File: src/sv/xor_fletcher_frame_deframer_unit_assert.svh
// ============================================================================
// Assertion macros for the frame deframer
// Clocked on i_clk, disabled while i_rst_n is low.
// ============================================================================
`ifndef XOR_FLETCHER_FRAME_DEFRAMER_UNIT_ASSERT_SVH
`define XOR_FLETCHER_FRAME_DEFRAMER_UNIT_ASSERT_SVH

// Same-cycle implication.
`define XFFD_ASSERT_IMPL(lbl, ante, cons, msg) \
    lbl: assert property (@(posedge i_clk) disable iff (!i_rst_n) (ante) |-> (cons)) \
        else $error(msg);

// Next-cycle implication.
`define XFFD_ASSERT_NEXT(lbl, ante, cons, msg) \
    lbl: assert property (@(posedge i_clk) disable iff (!i_rst_n) (ante) |=> (cons)) \
        else $error(msg);

`endif

File: src/sv/xffd_pkg.sv
// ============================================================================
// xffd_pkg
// Shared types, constants and helpers of the XOR / Fletcher-16 deframer.
// ============================================================================
package xffd_pkg;

    localparam int MAX_FRAME_BYTES        = 512;
    localparam int MAX_KEY_BYTES          = 32;
    localparam int HEADER_AND_CHECK_BYTES = 6;

    localparam int BYTE_W    = 8;
    localparam int LEN_W     = 9;
    localparam int MAGIC_W   = 16;
    localparam int KLEN_W    = 6;
    localparam int KIDX_W    = 5;
    localparam int KEY_REGS  = 4;
    localparam int KREG_W    = 64;
    localparam int KEY_BITS  = KEY_REGS * KREG_W;
    localparam int DATA_W    = 64;
    localparam int ADDR_W    = 6;
    localparam int REG_IDX_W = 3;
    localparam int POS_W     = $clog2(MAX_FRAME_BYTES + 1);
    localparam int CMP_W     = ((POS_W > LEN_W) ? POS_W : LEN_W) + 1;

    localparam logic [POS_W-1:0]  POS_MAX      = POS_W'(MAX_FRAME_BYTES);
    localparam logic [POS_W-1:0]  POS_HUNT     = POS_W'(0);
    localparam logic [POS_W-1:0]  POS_MAGIC_LO = POS_W'(1);
    localparam logic [POS_W-1:0]  POS_HEADER   = POS_W'(2);
    localparam logic [POS_W-1:0]  POS_LEN_HI   = POS_W'(3);
    localparam logic [POS_W-1:0]  POS_LEN_LO   = POS_W'(4);
    localparam logic [KLEN_W-1:0] KEY_LEN_MAX  = KLEN_W'(MAX_KEY_BYTES);
    localparam logic [BYTE_W-1:0] SUM_MOD      = 8'hFF;

    // Register indexes (byte address = 8 * index)
    localparam logic [REG_IDX_W-1:0] REG_MAGIC   = 3'd0;
    localparam logic [REG_IDX_W-1:0] REG_MAX_PAY = 3'd1;
    localparam logic [REG_IDX_W-1:0] REG_KEY_LEN = 3'd2;
    localparam logic [REG_IDX_W-1:0] REG_KEY0    = 3'd3;
    localparam logic [REG_IDX_W-1:0] REG_KEY1    = 3'd4;
    localparam logic [REG_IDX_W-1:0] REG_KEY2    = 3'd5;
    localparam logic [REG_IDX_W-1:0] REG_KEY3    = 3'd6;

    localparam logic [LEN_W-1:0] MAX_PAY_RESET = 9'd256;

    typedef enum logic {
        KIND_PAYLOAD = 1'b0,
        KIND_END     = 1'b1
    } t_kind;

    typedef enum logic [1:0] {
        ST_GOOD  = 2'd0,
        ST_BAD   = 2'd1,
        ST_ABORT = 2'd2
    } t_status;

    typedef struct packed {
        logic [MAGIC_W-1:0]  magic;
        logic [LEN_W-1:0]    max_payload;
        logic [KLEN_W-1:0]   key_length;
        logic [KEY_BITS-1:0] key;
    } t_cfg;

    typedef struct packed {
        logic              valid;
        t_kind             kind;
        logic [BYTE_W-1:0] data;
        t_status           status;
        logic [LEN_W-1:0]  length;
        logic              last;
    } t_result;

    // (a + b) mod 255 for a below 255
    function automatic logic [BYTE_W-1:0] mod255_add(input logic [BYTE_W-1:0] a,
                                                     input logic [BYTE_W-1:0] b);
        logic [BYTE_W:0] sum;
        sum = {1'b0, a} + {1'b0, b};
        if (sum >= {1'b0, SUM_MOD}) begin
            sum = sum - {1'b0, SUM_MOD};
        end
        return sum[BYTE_W-1:0];
    endfunction

endpackage

File: src/sv/xffd_regs.sv
// ============================================================================
// xffd_regs
// Configuration register file behind the APB-style port.
// ============================================================================
module xffd_regs
    import xffd_pkg::*;
(
    input  logic              i_clk,
    input  logic              i_rst_n,
    input  logic              psel,
    input  logic              penable,
    input  logic              pwrite,
    input  logic [ADDR_W-1:0] paddr,
    input  logic [DATA_W-1:0] pwdata,
    output logic [DATA_W-1:0] prdata,
    output logic              pready,
    output t_cfg              o_cfg
);

    logic [MAGIC_W-1:0]              r_magic;
    logic [LEN_W-1:0]                r_max_pay;
    logic [KLEN_W-1:0]               r_key_len;
    logic [KEY_REGS-1:0][KREG_W-1:0] r_key;
    logic [REG_IDX_W-1:0]            reg_idx;
    logic                            wr_en;

    assign pready  = 1'b1;
    assign reg_idx = paddr[ADDR_W-1:3];
    assign wr_en   = psel && penable && pwrite && pready;

    always_ff @(posedge i_clk) begin
        if (!i_rst_n) begin
            r_magic   <= '0;
            r_max_pay <= MAX_PAY_RESET;
            r_key_len <= '0;
            r_key     <= '0;
        end else if (wr_en) begin
            unique case (reg_idx)
                REG_MAGIC:   r_magic   <= pwdata[MAGIC_W-1:0];
                REG_MAX_PAY: r_max_pay <= pwdata[LEN_W-1:0];
                REG_KEY_LEN: r_key_len <= pwdata[KLEN_W-1:0];
                REG_KEY0:    r_key[0]  <= pwdata;
                REG_KEY1:    r_key[1]  <= pwdata;
                REG_KEY2:    r_key[2]  <= pwdata;
                REG_KEY3:    r_key[3]  <= pwdata;
                default: begin
                    // drop writes beyond the register list
                end
            endcase
        end
    end

    always_comb begin
        unique case (reg_idx)
            REG_MAGIC:   prdata = DATA_W'(r_magic);
            REG_MAX_PAY: prdata = DATA_W'(r_max_pay);
            REG_KEY_LEN: prdata = DATA_W'(r_key_len);
            REG_KEY0:    prdata = r_key[0];
            REG_KEY1:    prdata = r_key[1];
            REG_KEY2:    prdata = r_key[2];
            REG_KEY3:    prdata = r_key[3];
            default:     prdata = '0;
        endcase
    end

    assign o_cfg.magic       = r_magic;
    assign o_cfg.max_payload = r_max_pay;
    assign o_cfg.key_length  = r_key_len;
    assign o_cfg.key         = r_key;

endmodule

File: src/sv/xffd_core.sv
// ============================================================================
// xffd_core
// Frame state machine: marker hunt, length, XOR key stream and Fletcher-16.
// ============================================================================
`include "xor_fletcher_frame_deframer_unit_assert.svh"

module xffd_core
    import xffd_pkg::*;
(
    input  logic              i_clk,
    input  logic              i_rst_n,
    input  logic              i_go,
    input  logic [BYTE_W-1:0] i_byte,
    input  t_cfg              i_cfg,
    output t_result           o_res
);

    logic [POS_W-1:0]  r_pos,     n_pos;
    logic [BYTE_W-1:0] r_len_hi,  n_len_hi;
    logic [LEN_W-1:0]  r_len,     n_len;
    logic [KIDX_W-1:0] r_key_idx, n_key_idx;
    logic [BYTE_W-1:0] r_sum_lo,  n_sum_lo;
    logic [BYTE_W-1:0] r_sum_hi,  n_sum_hi;
    logic [BYTE_W-1:0] r_chk_hi,  n_chk_hi;

    logic [KLEN_W-1:0] klen;
    logic [BYTE_W-1:0] key_byte;
    logic [BYTE_W-1:0] dec_byte;
    logic [KIDX_W-1:0] dec_idx;
    logic [POS_W-1:0]  pos_inc;
    logic [CMP_W-1:0]  pos_cmp;
    logic [CMP_W-1:0]  len_cmp;
    logic [BYTE_W-1:0] sum_lo_add;
    logic [BYTE_W-1:0] magic_hi;
    logic [BYTE_W-1:0] magic_lo;
    logic              chk_good;

    assign magic_hi = i_cfg.magic[MAGIC_W-1:BYTE_W];
    assign magic_lo = i_cfg.magic[BYTE_W-1:0];

    // Key stream: clamp length, pick byte, advance and wrap the index
    always_comb begin
        klen     = (i_cfg.key_length > KEY_LEN_MAX) ? KEY_LEN_MAX : i_cfg.key_length;
        key_byte = i_cfg.key[{r_key_idx, 3'b000} +: BYTE_W];
        if (klen == '0) begin
            dec_byte = i_byte;
            dec_idx  = r_key_idx;
        end else begin
            dec_byte = i_byte ^ key_byte;
            if (({1'b0, r_key_idx} + KLEN_W'(1)) >= klen) begin
                dec_idx = '0;
            end else begin
                dec_idx = r_key_idx + KIDX_W'(1);
            end
        end
    end

    assign pos_inc    = r_pos + POS_W'(1);
    assign pos_cmp    = CMP_W'(pos_inc);
    assign len_cmp    = CMP_W'(r_len);
    assign sum_lo_add = mod255_add(r_sum_lo, dec_byte);
    assign chk_good   = (r_chk_hi == r_sum_hi) && (dec_byte == r_sum_lo);

    always_comb begin
        n_pos     = r_pos;
        n_len_hi  = r_len_hi;
        n_len     = r_len;
        n_key_idx = r_key_idx;
        n_sum_lo  = r_sum_lo;
        n_sum_hi  = r_sum_hi;
        n_chk_hi  = r_chk_hi;
        o_res        = '0;
        o_res.kind   = KIND_PAYLOAD;
        o_res.status = ST_GOOD;
        o_res.length = r_len;
        if (i_go) begin
            priority if (r_pos == POS_HUNT) begin
                n_pos = (i_byte == magic_hi) ? POS_MAGIC_LO : POS_HUNT;
            end else if (r_pos == POS_MAGIC_LO) begin
                if (i_byte == magic_lo) begin
                    n_pos = POS_HEADER;
                end else begin
                    n_pos = (i_byte == magic_hi) ? POS_MAGIC_LO : POS_HUNT;
                end
            end else if (r_pos >= POS_MAX) begin
                n_pos        = POS_HUNT;
                o_res.valid  = 1'b1;
                o_res.kind   = KIND_END;
                o_res.status = ST_ABORT;
                o_res.last   = 1'b1;
            end else begin
                n_pos = pos_inc;
                priority if (pos_inc == POS_LEN_HI) begin
                    n_len_hi = i_byte;
                end else if (pos_inc == POS_LEN_LO) begin
                    n_len     = {r_len_hi[0], i_byte};
                    n_key_idx = '0;
                    n_sum_lo  = '0;
                    n_sum_hi  = '0;
                    n_chk_hi  = '0;
                    if ({r_len_hi, i_byte} > 16'(i_cfg.max_payload)) begin
                        n_pos = POS_HUNT;
                    end
                end else if (pos_cmp <= len_cmp + CMP_W'(HEADER_AND_CHECK_BYTES - 2)) begin
                    n_key_idx   = dec_idx;
                    n_sum_lo    = sum_lo_add;
                    n_sum_hi    = mod255_add(r_sum_hi, sum_lo_add);
                    o_res.valid = 1'b1;
                    o_res.data  = dec_byte;
                end else if (pos_cmp == len_cmp + CMP_W'(HEADER_AND_CHECK_BYTES - 1)) begin
                    n_key_idx = dec_idx;
                    n_chk_hi  = dec_byte;
                end else begin
                    n_key_idx    = dec_idx;
                    n_pos        = POS_HUNT;
                    o_res.valid  = 1'b1;
                    o_res.kind   = KIND_END;
                    o_res.status = chk_good ? ST_GOOD : ST_BAD;
                    o_res.last   = 1'b1;
                end
            end
        end
    end

    always_ff @(posedge i_clk) begin
        if (!i_rst_n) begin
            r_pos     <= '0;
            r_len_hi  <= '0;
            r_len     <= '0;
            r_key_idx <= '0;
            r_sum_lo  <= '0;
            r_sum_hi  <= '0;
            r_chk_hi  <= '0;
        end else begin
            r_pos     <= n_pos;
            r_len_hi  <= n_len_hi;
            r_len     <= n_len;
            r_key_idx <= n_key_idx;
            r_sum_lo  <= n_sum_lo;
            r_sum_hi  <= n_sum_hi;
            r_chk_hi  <= n_chk_hi;
        end
    end

    `XFFD_ASSERT_IMPL(a_pos_bound, 1'b1, r_pos <= POS_MAX, "byte position past frame store")
    `XFFD_ASSERT_IMPL(a_sum_mod, 1'b1, (r_sum_lo != SUM_MOD) && (r_sum_hi != SUM_MOD), "checksum not reduced mod 255")
    `XFFD_ASSERT_NEXT(a_end_rehunt, i_go && o_res.valid && o_res.last, r_pos == POS_HUNT, "no rehunt after end of frame")
    `XFFD_ASSERT_IMPL(a_payload_pos, i_go && o_res.valid && (o_res.kind == KIND_PAYLOAD), r_pos >= POS_LEN_LO, "payload word before header done")

endmodule

File: src/sv/xor_fletcher_frame_deframer_unit.sv
// ============================================================================
// xor_fletcher_frame_deframer_unit
// Magic-word framed receiver with XOR descrambling and Fletcher-16 check.
// ============================================================================
// Path: an accepted byte loads the input register, passes through xffd_core,
//   and its result loads the result register that drives the result handshake.
// Throughput: 1 byte per cycle while the result slot is free; the frame state
//   (position, key index, sums) updates in one pass through xffd_core.
// Reset: synchronous, active low; clears frame state and both valid flags,
//   and returns registers to magic 0, max payload 256, key length 0, key 0.
module xor_fletcher_frame_deframer_unit
    import xffd_pkg::*;
(
    input  logic              i_clk,
    input  logic              i_rst_n,
    // receive word channel
    input  logic              i_rx_valid,
    output logic              o_rx_stall,
    input  logic [BYTE_W-1:0] i_rx_byte,
    // result word channel
    output logic              o_res_valid,
    input  logic              i_res_stall,
    output logic              o_result_kind,
    output logic [BYTE_W-1:0] o_payload_byte,
    output logic [1:0]        o_frame_status,
    output logic [LEN_W-1:0]  o_payload_length,
    output logic              o_last_of_frame,
    // configuration port
    input  logic              psel,
    input  logic              penable,
    input  logic              pwrite,
    input  logic [ADDR_W-1:0] paddr,
    input  logic [DATA_W-1:0] pwdata,
    output logic [DATA_W-1:0] prdata,
    output logic              pready
);

    t_cfg              cfg;
    t_result           core_res;

    // Input register: one received word waiting for the core
    logic              r_in_valid;
    logic [BYTE_W-1:0] r_in_byte;

    // Result register: one finished word waiting for the consumer
    logic              r_out_valid;
    t_result           r_out;

    logic              out_free;
    logic              proc_go;
    logic              rx_accept;

    xffd_regs u_regs (
        .i_clk   (i_clk),
        .i_rst_n (i_rst_n),
        .psel    (psel),
        .penable (penable),
        .pwrite  (pwrite),
        .paddr   (paddr),
        .pwdata  (pwdata),
        .prdata  (prdata),
        .pready  (pready),
        .o_cfg   (cfg)
    );

    // The result slot frees up when empty or when its word is taken now.
    assign out_free = !r_out_valid || !i_res_stall;

    // Advance the core only when a word is held and the slot can take a result;
    // the core may produce no result, but reserving the slot keeps this simple
    // and costs nothing in steady flow.
    assign proc_go = r_in_valid && out_free;

    // Stall upstream only while the held word cannot move on.
    assign o_rx_stall = r_in_valid && !out_free;
    assign rx_accept  = i_rx_valid && !o_rx_stall;

    xffd_core u_core (
        .i_clk   (i_clk),
        .i_rst_n (i_rst_n),
        .i_go    (proc_go),
        .i_byte  (r_in_byte),
        .i_cfg   (cfg),
        .o_res   (core_res)
    );

    // Input register: refill whenever the held word leaves or the slot is empty.
    always_ff @(posedge i_clk) begin
        if (!i_rst_n) begin
            r_in_valid <= 1'b0;
        end else if (!o_rx_stall) begin
            r_in_valid <= i_rx_valid;
        end
    end

    always_ff @(posedge i_clk) begin
        if (rx_accept) begin
            r_in_byte <= i_rx_byte;
        end
    end

    // Result register: load on a produced result, drop once taken.
    always_ff @(posedge i_clk) begin
        if (!i_rst_n) begin
            r_out_valid <= 1'b0;
        end else if (out_free) begin
            r_out_valid <= proc_go && core_res.valid;
        end
    end

    always_ff @(posedge i_clk) begin
        if (proc_go && core_res.valid) begin
            r_out <= core_res;
        end
    end

    assign o_res_valid      = r_out_valid;
    assign o_result_kind    = r_out.kind;
    assign o_payload_byte   = r_out.data;
    assign o_frame_status   = r_out.status;
    assign o_payload_length = r_out.length;
    assign o_last_of_frame  = r_out.last;

endmodule
File: config.mk
export PLATFORM = sky130hd
export DESIGN_NAME = xor_fletcher_frame_deframer_unit
export DESIGN_NICKNAME = d
export VERILOG_FILES = /design/src/sv/xffd_pkg.sv /design/src/sv/xffd_regs.sv /design/src/sv/xffd_core.sv /design/src/sv/xor_fletcher_frame_deframer_unit.sv
export VERILOG_INCLUDE_DIRS = /design/src /design/src/sv
export SDC_FILE = /design/constraint.sdc
export NUM_CORES = 1
export LEC_CHECK = 0
export BUFFER_PORTS_ARGS = -buffer_cell sky130_fd_sc_hd__buf_2
export CAP_MARGIN = 15
export CORE_MARGIN = 10
export CORE_UTILIZATION = 55
export CTS_BUF_LIST = sky130_fd_sc_hd__clkbuf_2
export DETAILED_ROUTE_END_ITERATION = 10
export GPL_TIMING_DRIVEN = 0
export PLACE_DENSITY = 0.77
export SYNTH_ARGS = -nofsm -noshare
export SYNTH_HDL_FRONTEND = slang
export SYNTH_SLANG_ARGS = --single-unit
File: constraint.sdc
create_clock -name i_clk -period 6.9 [get_ports i_clk]
set_input_delay 0.345 -clock i_clk [delete_from_list [all_inputs] [get_ports i_clk]]
set_output_delay 0.345 -clock i_clk [all_outputs]
set_load 0.005 [all_outputs]
==> impl_metrics.yaml <==
floorplan:
  die_w_um: 208
  rows: 68
  initial_core_util_pct: 55.9
  die-area_mm2: 0.0432
  coreArea_mm2: 0.0347
  pin_count: 173
  fp.dieH_um: 208
power_and_ir_drop:
  p_leak_nw: 8.78
  vdd_ir_drop_max_uv: 149
  cellPowerDensity_mw_per_mm2: 183
  finalPower_mw: 4.23
sta:
  worst_slew_pin_slew_ns: 1.37
  fin_ws_ns: -0.251
  slew-limit-headroom_pct: 8.13
  drv_slew: 0
  fmax_mhz: 140
  fin_crit_ns: 7.15
  rsz0062_at_grt: "yes"
  fin_crit_sh_pct: 104
  clock_skew_ns: 0.0803
  hold_ws_ns: 0.0672
  finalHoldViolations: 0
  setup_viol: 7
route:
  routed_wl_mm: 82.1
  first_pass_iters: 6
  ant_nets: 0
  wl_per_cell_um: 26.0
  drcViolationCount: 0
  drt-initial-drc-count: 2915
  vias_per_cell: 6.37
  vias: 20132
clocking:
  clockRootBuffer: "clkbuf_2"
  cts_tree: "done"
  cts_buffers: 96
  clock_latency_ns: 1.08
  cts.clk_slew.worst_paths_ns: 0.11
  clock_sinks: 373
  cts.path.max_buffers: 3
  htree_num_levels: 3
synth:
  synth_ff_type: "dfxtp_1"
  synthArstFlopShare_pct: 0
  yosys.cell_count.top_type: "nand2_1"
  synth.largest_area_cell: "dfxtp_1"
  yosys.area.top_type_share_pct: 35.6
  ys_ff_latch: 373
  synthDistinctLibCells: 78
  syn_area_per_cell_um2: 8.62
  synth_edf_count: 28
  synth_area_leaders: "dfxtp_1 (36%), nand2_1 (12%), mux4_2 (8.9%)"
  ys_warn_count: 0
  yosysSeqAreaShare_pct: 39.9
  synthesis.nets: 2389
  netlist_area_mm2: 0.0194
  netlist_top_cells_count: "nand2_1 (608), dfxtp_1 (345), a21oi_1 (322)"
  synthesis.instances: 2251
global_routing:
  globalRouteOverflowTotal: 0
  grt_pass1_vias: 19277
  grt_util_all_layers_pct: 36.1
  grt_max_degree: 21
  grt_antenna_before_repair: 6
  grt_pass1_wl_mm: 120
outcome:
  violations: "setup timing"
  outcome: "finished with violations"
setup_path:
  rrSetupSlack_ns: -0.25
  worst_path_largest_cell_delay_ns: 1.03
  reg2reg_depth: 29
  r2r-start: "u_core.r_key_idx[0]$_SDFFE_PN0P_"
  cp_common_cell: "buf_6"
  critPathBufInv: 8
  end_kind: "flip-flop"
  start_kind: "flip-flop"
  r2r-end: "u_core.r_sum_hi[1]$_SDFFE_PN0P_"
  critical_path.slowest_cell: "a2111oi_0"
  arrival_ns: 8.08
  cp_top_family: "compound AO/OA/AOI/OAI gates"
  critPathKind: "flip-flop to flip-flop"
  critPathRequiredTime_ns: 7.83
  worstPathMaxFanout: 6
final_layout:
  layout-drive-gt1-share_pct: 18.8
  fin_nets: 2768
  area_growth_pct: 19.2
worst_hold_path:
  hold_depth: 5
  hold_path.class: "input port to flip-flop"
  min_to: "u_regs.r_magic[1]$_SDFFE_PN0P_"
  min_from: "paddr[5]"
placement:
  dp_hpwl_mm: 60.1
  portBuffers: 166
  gp_congestion: 1.06
job:
  cap_violations: 0
## cells by family after synthesis
logic type,share of synthesized area [%]
flip-flops,39.9
adder cells (fa/ha/maj),3.49
multiplexers,11.5
other,0.0193
XOR/XNOR,3.51
buffers and inverters,4.20
AND/OR/NAND/NOR,18.3
AO/OA/AOI/OAI,19.1
## flip-flops by register name (all words and copies together), names as in the netlist, 5 cells and up
register          flops
o_payload_byte        8
o_payload_length      9
r_in_byte             8
u_core.r_chk_hi       8
u_core.r_key_idx      5
u_core.r_len          9
u_core.r_len_hi       8
u_core.r_pos         10
u_core.r_sum_hi       8
u_core.r_sum_lo       8
u_regs.o_cfg        256
u_regs.r_key_len      6
u_regs.r_magic       16
u_regs.r_max_pay      9
## cells in the final DEF, fill, tap and decap left out, types with 21 or more instances in the layout
cell type | Yosys | layout
a21oi_1 | 322 | 317
a221o_1 | 49 | 49
a22o_1 | 69 | 69
buf_2 | 13 | 178
buf_4 | 8 | 35
clkbuf_1 | 129 | 126
clkbuf_2 | 0 | 137
clkinv_1 | 2 | 25
dfxtp_1 | 345 | 343
dlygate4sd3_1 | 0 | 85
edfxtp_1 | 28 | 28
ha_1 | 51 | 49
inv_1 | 33 | 32
mux2i_1 | 46 | 45
mux4_2 | 77 | 77
nand2_1 | 608 | 608
nor2_1 | 96 | 96
nor2b_1 | 35 | 33
o21ai_0 | 29 | 24
xnor2_1 | 30 | 21
xor2_1 | 46 | 46
## where the power goes
part	internal [mW]	switching (mW)	leakage, nW	total (mW)
Combinational	0.137	0.248	5.08	0.385
Clock	0.638	0.986	0.660	1.62
Sequential	2.20	0.0298	3.04	2.23
## how the worst max path moves through the flow
stage / start / to / slack [ns] / cells past startpoint
6_report: u_core.r_key_idx[0]$_SDFFE_PN0P_ / u_core.r_sum_hi[1]$_SDFFE_PN0P_ / -0.25 / 29
4_1_cts: u_core.r_key_idx[0]$_SDFFE_PN0P_ / u_core.r_sum_hi[4]$_SDFFE_PN0P_ / 0.02 / 26
5_1_grt: u_core.r_key_idx[0]$_SDFFE_PN0P_ / u_core.r_sum_hi[1]$_SDFFE_PN0P_ / -0.40 / 30
2_1_floorplan: u_core.r_key_idx[0]$_SDFFE_PN0P_ / u_core.r_sum_hi[4]$_SDFFE_PN0P_ / 0.11 / 29
3_3_place_gp: u_core.r_key_idx[1]$_SDFFE_PN0P_ / u_core.r_sum_hi[4]$_SDFFE_PN0P_ / -1.11 / 27
3_5_place_dp: u_core.r_key_idx[1]$_SDFFE_PN0P_ / u_core.r_sum_hi[4]$_SDFFE_PN0P_ / -1.19 / 27
## tightest hold or removal path: stages
cell	delay (ns)
buf_2	0.13
or4_1	0.12
clkbuf_1	0.30
nand2_1	0.10
a21oi_1	0.13
## layer usage
layer	track usage, %	part of all wire, %
met4	20.3	6.4
met2	54.5	43
met3	10.9	14
met5	0	0.028
met1	45.2	36
## layout make-up
type | instances | area (um^2)
timing repair buffer | 281 | 1940
multi-input combinational | 1675 | 11100
tap | 455 | 569
clock buffer | 135 | 676
sequential | 373 | 7750
buffer | 168 | 785
clock inverter | 32 | 205
fill | 2924 | 11600
antenna | 5 | 12.5
inverter | 35 | 131
## stage by stage
stage	setup TNS (ns)	cells	utilization [%]	instance area (um^2)	worst slack (ns)
2_1_floorplan	0	2251	-	19400	0.109
3_3_place_gp	-7.41	2872	60.0	20800	-1.11
3_5_place_dp	-7.92	2875	60.0	20800	-1.19
4_1_cts	0	3145	66.0	22900	0.0169
5_1_grt	-2.38	3156	66.6	23100	-0.400
6_report	-1.31	3159	66.7	23100	-0.251
## what timing repair did
action | 4_1_cts | 5_1_grt
gates resized for setup | 56 | 34
hold buffers | 85 | 0
hold endpoints to repair | 315 | 0
pin swaps | 13 | 19
buffers inserted | 18 | 9
endpoints found under the setup margin | 8 | 8
No activity file was read; power rests on OpenSTA's default activity.
